[config.mk]
export PLATFORM = sky130hd
export DESIGN_NAME = block_free_bitmap_manager
export DESIGN_NICKNAME = d
export VERILOG_FILES = /design/src/hdl/bfbm_pkg.sv /design/src/hdl/bfbm_word_logic.sv /design/src/hdl/block_free_bitmap_manager.sv
export SDC_FILE = /design/constraint.sdc
export NUM_CORES = 2
export LEC_CHECK = 0
export BUFFER_PORTS_ARGS = -buffer_cell sky130_fd_sc_hd__buf_2
export CAP_MARGIN = 20
export CORE_MARGIN = 5
export CORE_UTILIZATION = 55
export DETAILED_ROUTE_END_ITERATION = 8
export PLACE_DENSITY_LB_ADDON = 0.08
export SYNTH_ARGS = -nofsm -noshare
export SYNTH_HDL_FRONTEND = slang
export SYNTH_SLANG_ARGS = --single-unit
[constraint.sdc]
create_clock -name aclk -period 16.61 [get_ports aclk]
set_input_delay 0 -clock aclk [delete_from_list [all_inputs] [get_ports aclk]]
set_output_delay 0 -clock aclk [all_outputs]
set_load 0.02 [all_outputs]
[src/hdl/bfbm_pkg.sv]
`timescale 1ns / 1ps
// Shared types for the block free bitmap manager: command and status codes.
// No dependencies; imported by bfbm_word_logic and block_free_bitmap_manager.
package bfbm_pkg;

    typedef enum logic [1:0] {
        CMD_FORMAT = 2'd0,
        CMD_MARK   = 2'd1,
        CMD_FREE   = 2'd2,
        CMD_FIND   = 2'd3
    } cmd_t;

    typedef enum logic [1:0] {
        ST_OK       = 2'd0,
        ST_DISABLED = 2'd1,
        ST_RANGE    = 2'd2,
        ST_FULL     = 2'd3
    } status_t;

endpackage

[src/hdl/bfbm_word_logic.sv]
`timescale 1ns / 1ps
// Per-word update and first-free search for one bitmap word of the map.
// Depends on bfbm_pkg for the command type.
module bfbm_word_logic #(
    parameter int WORD_BITS = 32,
    parameter int BLK_W     = 14
) (
    input  bfbm_pkg::cmd_t                 op,
    input  logic [BLK_W-1:0]               base,
    input  logic [BLK_W-1:0]               lo,
    input  logic [BLK_W-1:0]               hi,
    input  logic [WORD_BITS-1:0]           old_word,
    output logic [WORD_BITS-1:0]           new_word,
    output logic                           hit,
    output logic [$clog2(WORD_BITS)-1:0]   hit_idx
);
    import bfbm_pkg::*;

    localparam int IW = $clog2(WORD_BITS);

    logic [WORD_BITS-1:0] in_range;
    logic [WORD_BITS-1:0] free_bits;

    always_comb begin
        logic [BLK_W-1:0] blk;
        for (int b = 0; b < WORD_BITS; b++) begin
            blk         = base + BLK_W'(b);
            in_range[b] = (blk >= lo) && (blk < hi);
        end
    end

    always_comb begin
        case (op)
            CMD_FORMAT: new_word = in_range;
            CMD_MARK:   new_word = old_word | in_range;
            CMD_FREE:   new_word = old_word & ~in_range;
            default:    new_word = old_word;
        endcase
    end

    assign free_bits = ~old_word & in_range;
    assign hit       = |free_bits;

    always_comb begin
        hit_idx = '0;
        for (int b = WORD_BITS - 1; b >= 0; b--) begin
            if (free_bits[b]) begin
                hit_idx = IW'(b);
            end
        end
    end

endmodule

[src/hdl/block_free_bitmap_manager.sv]
`timescale 1ns / 1ps
// Block free bitmap manager: used/free map over the disk blocks in one memory.
// Depends on bfbm_pkg and bfbm_word_logic.
//
// One bit per block (1 = used) is kept in a memory of ceil(MAX_BLOCKS /
// MAP_WORD_BITS) words, one word read and one written per cycle. After reset
// the map is cleared by a pass of one word per cycle; s_tready rises once the pass
// has ended. Configuration writes are taken at all times. One command is processed
// at a time. A refused command (volume disabled or range past the end) goes straight
// to the finish state without walking the map. Format walks every map word. Mark and
// free walk the words from word 0 up to the one holding the last block of the range,
// find walks from word 0 up to the first word with a free block below the volume
// size. The result is loaded once the previous one has been taken, s_tready rises
// together with m_tvalid, and the next command can be taken from then on.
// The rate is set by the single read-modify-write pass over the map memory,
// one word per cycle.
module block_free_bitmap_manager #(
    parameter int MAX_BLOCKS    = 4096,
    parameter int MAP_WORD_BITS = 32
) (
    input  logic        aclk,
    input  logic        aresetn,
    input  logic        s_tvalid,
    output logic        s_tready,
    input  logic [31:0] s_tdata,    // command[1:0], start_block[13:2], block_count[26:14]
    output logic        m_tvalid,
    input  logic        m_tready,
    output logic [31:0] m_tdata,    // status[1:0], free_block[13:2], blocks_changed[26:14]
    input  logic        cfg_valid,
    output logic        cfg_ready,
    input  logic [1:0]  cfg_index,
    input  logic [12:0] cfg_data
);
    import bfbm_pkg::*;

    localparam int MAP_WORDS = (MAX_BLOCKS + MAP_WORD_BITS - 1) / MAP_WORD_BITS;
    localparam int AW        = (MAP_WORDS > 1) ? $clog2(MAP_WORDS) : 1;
    localparam int CW        = $clog2(MAP_WORDS + 1);
    localparam int IW        = $clog2(MAP_WORD_BITS);
    localparam int BW_RAW    = $clog2(MAP_WORDS * MAP_WORD_BITS + MAP_WORD_BITS + 1);
    localparam int BW        = (BW_RAW > 14) ? BW_RAW : 14;
    localparam logic [13:0] MAX_CLIP = (MAX_BLOCKS > 8191) ? 14'd8191 : 14'(MAX_BLOCKS);

    localparam logic [1:0] CFG_ENABLE   = 2'd0;
    localparam logic [1:0] CFG_DISK     = 2'd1;
    localparam logic [1:0] CFG_RESERVED = 2'd2;

    typedef enum logic [1:0] {
        S_IDLE,
        S_SWEEP,
        S_FINISH
    } state_t;

    state_t             state_reg;
    logic               enabled_reg;
    logic [12:0]        disk_reg;
    logic [12:0]        reserved_reg;

    cmd_t               op_reg;
    logic               clear_reg;
    logic [BW-1:0]      lo_reg;
    logic [BW-1:0]      hi_reg;
    logic [CW-1:0]      cnt_reg;
    logic [BW-1:0]      base_reg;
    logic               pend_reg;
    logic [BW-1:0]      base_d_reg;
    logic [AW-1:0]      wr_addr_reg;

    status_t            status_reg;
    logic [11:0]        found_reg;
    logic [12:0]        changed_reg;

    logic               m_tvalid_reg;
    logic [31:0]        m_tdata_reg;

    logic [MAP_WORD_BITS-1:0] map_mem [MAP_WORDS];
    logic [MAP_WORD_BITS-1:0] rd_data_reg;

    cmd_t               in_cmd;
    logic [11:0]        in_start;
    logic [12:0]        in_count;
    logic [12:0]        limit;
    logic [12:0]        fmt_count;
    logic [13:0]        range_end;
    logic               in_fire;
    logic               issue_ok;
    logic               wr_en;
    logic               out_load;
    logic [MAP_WORD_BITS-1:0] new_word;
    logic               hit;
    logic [IW-1:0]      hit_idx;
    logic               find_hit;
    logic [BW-1:0]      hit_block;

    assign in_cmd    = cmd_t'(s_tdata[1:0]);
    assign in_start  = s_tdata[13:2];
    assign in_count  = s_tdata[26:14];

    assign limit     = ({1'b0, disk_reg} < MAX_CLIP) ? disk_reg : MAX_CLIP[12:0];
    assign fmt_count = (reserved_reg < limit) ? reserved_reg : limit;
    assign range_end = {2'b00, in_start} + {1'b0, in_count};

    assign s_tready  = (state_reg == S_IDLE);
    assign in_fire   = s_tvalid && s_tready;
    assign cfg_ready = 1'b1;
    assign m_tvalid  = m_tvalid_reg;
    assign m_tdata   = m_tdata_reg;
    assign out_load  = (state_reg == S_FINISH) && (!m_tvalid_reg || m_tready);

    assign issue_ok  = (state_reg == S_SWEEP) && (cnt_reg < CW'(MAP_WORDS))
                       && ((op_reg == CMD_FORMAT) || (base_reg < hi_reg));
    assign find_hit  = pend_reg && (op_reg == CMD_FIND) && hit;
    assign wr_en     = pend_reg && (op_reg != CMD_FIND);
    assign hit_block = base_d_reg + BW'(hit_idx);

    bfbm_word_logic #(
        .WORD_BITS (MAP_WORD_BITS),
        .BLK_W     (BW)
    ) u_word (
        .op       (op_reg),
        .base     (base_d_reg),
        .lo       (lo_reg),
        .hi       (hi_reg),
        .old_word (rd_data_reg),
        .new_word (new_word),
        .hit      (hit),
        .hit_idx  (hit_idx)
    );

    always_ff @(posedge aclk) begin
        if (wr_en) begin
            map_mem[wr_addr_reg] <= new_word;
        end
        if (issue_ok && !find_hit) begin
            rd_data_reg <= map_mem[cnt_reg[AW-1:0]];
        end
    end

    always_ff @(posedge aclk) begin
        if (!aresetn) begin
            state_reg    <= S_SWEEP;
            enabled_reg  <= 1'b0;
            disk_reg     <= 13'd4096;
            reserved_reg <= 13'd0;
            op_reg       <= CMD_FORMAT;
            clear_reg    <= 1'b1;
            lo_reg       <= '0;
            hi_reg       <= '0;
            cnt_reg      <= '0;
            base_reg     <= '0;
            pend_reg     <= 1'b0;
            m_tvalid_reg <= 1'b0;
        end else begin
            if (cfg_valid && cfg_ready) begin
                case (cfg_index)
                    CFG_ENABLE:   enabled_reg  <= cfg_data[0];
                    CFG_DISK:     disk_reg     <= cfg_data;
                    CFG_RESERVED: reserved_reg <= cfg_data;
                    default:      ;
                endcase
            end

            if (out_load) begin
                m_tvalid_reg <= 1'b1;
            end else if (m_tvalid_reg && m_tready) begin
                m_tvalid_reg <= 1'b0;
            end

            case (state_reg)
                S_IDLE: begin
                    if (in_fire) begin
                        op_reg      <= in_cmd;
                        clear_reg   <= 1'b0;
                        cnt_reg     <= '0;
                        base_reg    <= '0;
                        pend_reg    <= 1'b0;
                        found_reg   <= '0;
                        if (!enabled_reg) begin
                            status_reg  <= ST_DISABLED;
                            changed_reg <= '0;
                            state_reg   <= S_FINISH;
                        end else begin
                            case (in_cmd)
                                CMD_FORMAT: begin
                                    lo_reg      <= '0;
                                    hi_reg      <= BW'(fmt_count);
                                    status_reg  <= ST_OK;
                                    changed_reg <= fmt_count;
                                    state_reg   <= S_SWEEP;
                                end
                                CMD_MARK, CMD_FREE: begin
                                    if (range_end > {1'b0, limit}) begin
                                        status_reg  <= ST_RANGE;
                                        changed_reg <= '0;
                                        state_reg   <= S_FINISH;
                                    end else begin
                                        lo_reg      <= BW'(in_start);
                                        hi_reg      <= BW'(range_end);
                                        status_reg  <= ST_OK;
                                        changed_reg <= in_count;
                                        state_reg   <= S_SWEEP;
                                    end
                                end
                                default: begin
                                    lo_reg      <= '0;
                                    hi_reg      <= BW'(limit);
                                    status_reg  <= ST_FULL;
                                    changed_reg <= '0;
                                    state_reg   <= S_SWEEP;
                                end
                            endcase
                        end
                    end
                end
                S_SWEEP: begin
                    if (find_hit) begin
                        status_reg <= ST_OK;
                        found_reg  <= hit_block[11:0];
                        pend_reg   <= 1'b0;
                        state_reg  <= S_FINISH;
                    end else if (issue_ok) begin
                        pend_reg    <= 1'b1;
                        cnt_reg     <= cnt_reg + CW'(1);
                        base_reg    <= base_reg + BW'(MAP_WORD_BITS);
                        base_d_reg  <= base_reg;
                        wr_addr_reg <= cnt_reg[AW-1:0];
                    end else begin
                        pend_reg <= 1'b0;
                        if (!pend_reg) begin
                            state_reg <= clear_reg ? S_IDLE : S_FINISH;
                        end
                    end
                end
                S_FINISH: begin
                    if (out_load) begin
                        m_tdata_reg <= {5'd0, changed_reg, found_reg, status_reg};
                        state_reg   <= S_IDLE;
                    end
                end
                default: begin
                    state_reg <= S_IDLE;
                end
            endcase
        end
    end

endmodule
==> flow_metrics.tcl <==
set metrics [dict create \
    largest_reg_flops 4096 \
    drt_iter0_drc 10300 \
    p_per_area_nw_per_um2 121 \
    multi_input_area_sq_um 40200 \
    vias_per_cell 6.65 \
    dp.cells 11400 \
    cts.sinks 4275 \
    grt_max_degree 143 \
    first_pass_iters 5 \
    grt_setup_unrepaired "no" \
    grt_pass1_vias 82500 \
    path_clk_slew_ns 0.06 \
    maxSlewViolCount 0 \
    ctsLongestPathBuffers 4 \
    synth_cells 7411 \
    insertion_delay_ns 0.99 \
    setup_viol 0 \
    synth_edf_count 4198 \
    regToRegSetupSlack_ns 10.94 \
    cts_buffers 430 \
    numPortBuffers 75 \
    grt.total_usage 0.279 \
    crit_top_cell "o21ai_0" \
    wl_met1_um 178000 \
    crit_arrival_ns 6.28 \
    cts_tree "yes" \
    crit_fanout 18 \
    slowest_stage "edfxtp_1" \
    min_path_type "primary input to flip-flop" \
    power_leakage_nw 58.6 \
    routed.top_layer "met5" \
    drcViolationCount 0 \
    fmaxAchievable_ghz 0.176 \
    start_kind "flip-flop" \
    cts_resized 0 \
    crit_type "flip-flop to flip-flop" \
    die_w_um 563 \
    wl_met3_um 39500 \
    synth.avg_cell_area_sq_um 22.7 \
    vdd_drop_max_v 0.000101 \
    status "complete, no violations" \
    hold_depth 4 \
    drv_cap 0 \
    holdPathEnd "clear_reg$_SDFFE_PN1P_" \
    h-tree-depth 5 \
    fill_cells 20700 \
    ff_latch_area_sq_um 128000 \
    core-area_sq_um 305000 \
    synth_ff_type "edfxtp_1" \
    yosysSeqAreaShare 0.758 \
    setup_tns_ns 0 \
    layout_commonest_cell "edfxtp_1" \
    die_area_sq_um 317000 \
    r2r_start "base_d_reg[10]$_DFFE_PP_" \
    routed-wl-met2_um 208000 \
    skew_ns 0.0823 \
    wire_per_inst_um 35.6 \
    boundaryPins 87 \
    cp-end-kind "flip-flop" \
    reg2reg_depth 11 \
    wl_um 439000 \
    postCtsSetupBuffers 0 \
    period_needed_ns 5.67 \
    fin_crit_sh 0.342 \
    fin_cells 12300 \
    min-delay-start "s_tvalid" \
    grt_first_pass_wirelength_um 623000 \
    max_slew_margin 0.249 \
    postSynth.asyncResetShare 0 \
    finalHoldViolations 0 \
    root_buffer "clkbuf_16" \
    dp_hpwl_um 236000 \
    gp_congestion 0.882 \
    crit_chain "ha_1 -> o211a_1 -> a2111oi_0 -> o21ai_0 -> o21ai_1 -> o21ai_0 -> nor4_2 -> a41oi_2 -> nor2_4 -> and2_1 -> buf_4" \
    placementRows 203 \
    ys_seq_elements 4275 \
    synth_warnings 0 \
    r2r-end "wr_addr_reg[6]$_DFFE_PP_" \
    die_height_um 563 \
    syn-cell-area_sq_um 168000 \
    slowest_delay_ns 0.89 \
    gr-total-overflow 0 \
    vias 82000 \
    required_ns 17.22 \
    drive_gt1_frac 0.305 \
    area_delta_synth_final_pct 13.3 \
    tightest_slew_ns 1.13 \
    mostFrequentLayoutCells "edfxtp_1 (4198), mux4_2 (1343), clkbuf_16 (430)" \
    start_util 0.551 \
    antenna_found_initial 35 \
    nets 8048 \
    yosysUniqueCellTypes 95 \
    ant_nets 0 \
]
-- cells by family after synthesis --
family                   count (synthesis)  synth area share
flip-flops                            4275             0.758
multiplexers                          1391             0.183
AND/OR/NAND/NOR                        636            0.0184
AO/OA/AOI/OAI                          490            0.0198
buffers and inverters                  488            0.0114
adder cells (fa/ha/maj)                115           0.00859
XOR/XNOR                                14          0.000728
other                                    2         0.0000446
-- where the power goes --
part           internal, W  leakage (nW)  switching [W]
logic             0.000638          12.9        0.00102
clock network      0.00538          6.66        0.00408
registers           0.0120          39.0      0.0000412
total               0.0180          58.6        0.00514
-- stage by stage --
stage	power, W	worst slack (ns)	hold slack [ns]	utilization	instance area [sq um]
2_1_floorplan	0.0133	8.45	0.138	-	168000
3_3_place_gp	0.0139	10.83	0.262	0.576	176000
3_5_place_dp	0.0139	10.89	0.272	0.576	176000
4_1_cts	0.0233	10.81	0.0295	0.624	191000
5_1_grt	0.0239	10.52	0.0636	0.625	191000
6_report	0.0231	10.94	0.0990	0.625	191000
-- timing repair --
| item | CTS | global route |
|---|---|---|
| hold buffers | 107 | 0 |
| endpoints found under the hold margin | 139 | 0 |
| endpoints found under the setup margin | 0 | 0 |
-- per-layer routing --
metal | track usage | up-vias
li1 | - | 32700
met1 | 0.416 | 44700
met2 | 0.432 | 3882
met3 | 0.0510 | 714
met4 | 0.0787 | 16
met5 | 0 | -
-- critical path, delay by kind of cell, from the launching register on --
kind                     cells  cell delay, ns
AO/OA/AOI/OAI                6            2.30
adder cells (fa/ha/maj)      1            0.39
buffers and inverters        1            0.35
flip-flops                   1            0.89
AND/OR/NAND/NOR              3            1.35
-- final cells by class --
type	instances	area share
sequential	4275	0.669
multi-input combinational	2653	0.211
clock buffer	520	0.0582
tap	4100	0.0269
timing repair buffer	443	0.0190
clock inverter	255	0.0139
inverter	78	0.00154
antenna	15	0.000197
-- cells in the mapped netlist (all sizes together), types with 25 or more instances --
library cell | instances | share of area
inv | 77 | 0.0017
dfxtp | 77 | 0.0092
o211ai | 39 | 0.0017
nand3 | 50 | 0.0015
nand2 | 172 | 0.0038
edfxtp | 4198 | 0.75
o22ai | 47 | 0.0017
nor2 | 205 | 0.0046
nor3 | 28 | 0.00086
mux2 | 37 | 0.0025
ha | 114 | 0.0085
nor2b | 30 | 0.0011
clkbuf | 270 | 0.0060
a21oi | 137 | 0.0042
nand4 | 25 | 0.00093
buf | 140 | 0.0037
a21boi | 45 | 0.0020
mux4 | 1343 | 0.18
o21ai | 57 | 0.0017
-- worst max-delay path by stage --
stage                                   from                        end  cells after the start  slack, ns
floorplan            base_d_reg[6]$_DFFE_PP_    map_mem[0][1]$_DFFE_PP_                      7       8.45
global placement     cnt_reg[0]$_SDFFE_PN0P_  rd_data_reg[14]$_DFFE_PP_                      7      10.83
detailed placement   cnt_reg[0]$_SDFFE_PN0P_  rd_data_reg[14]$_DFFE_PP_                      7      10.89
CTS                  cnt_reg[0]$_SDFFE_PN0P_  rd_data_reg[14]$_DFFE_PP_                      7      10.81
global route         cnt_reg[0]$_SDFFE_PN0P_  rd_data_reg[12]$_DFFE_PP_                      7      10.52
finish              base_d_reg[10]$_DFFE_PP_   wr_addr_reg[6]$_DFFE_PP_                     11      10.94
Note: power is estimated with default switching activity, not from simulation.
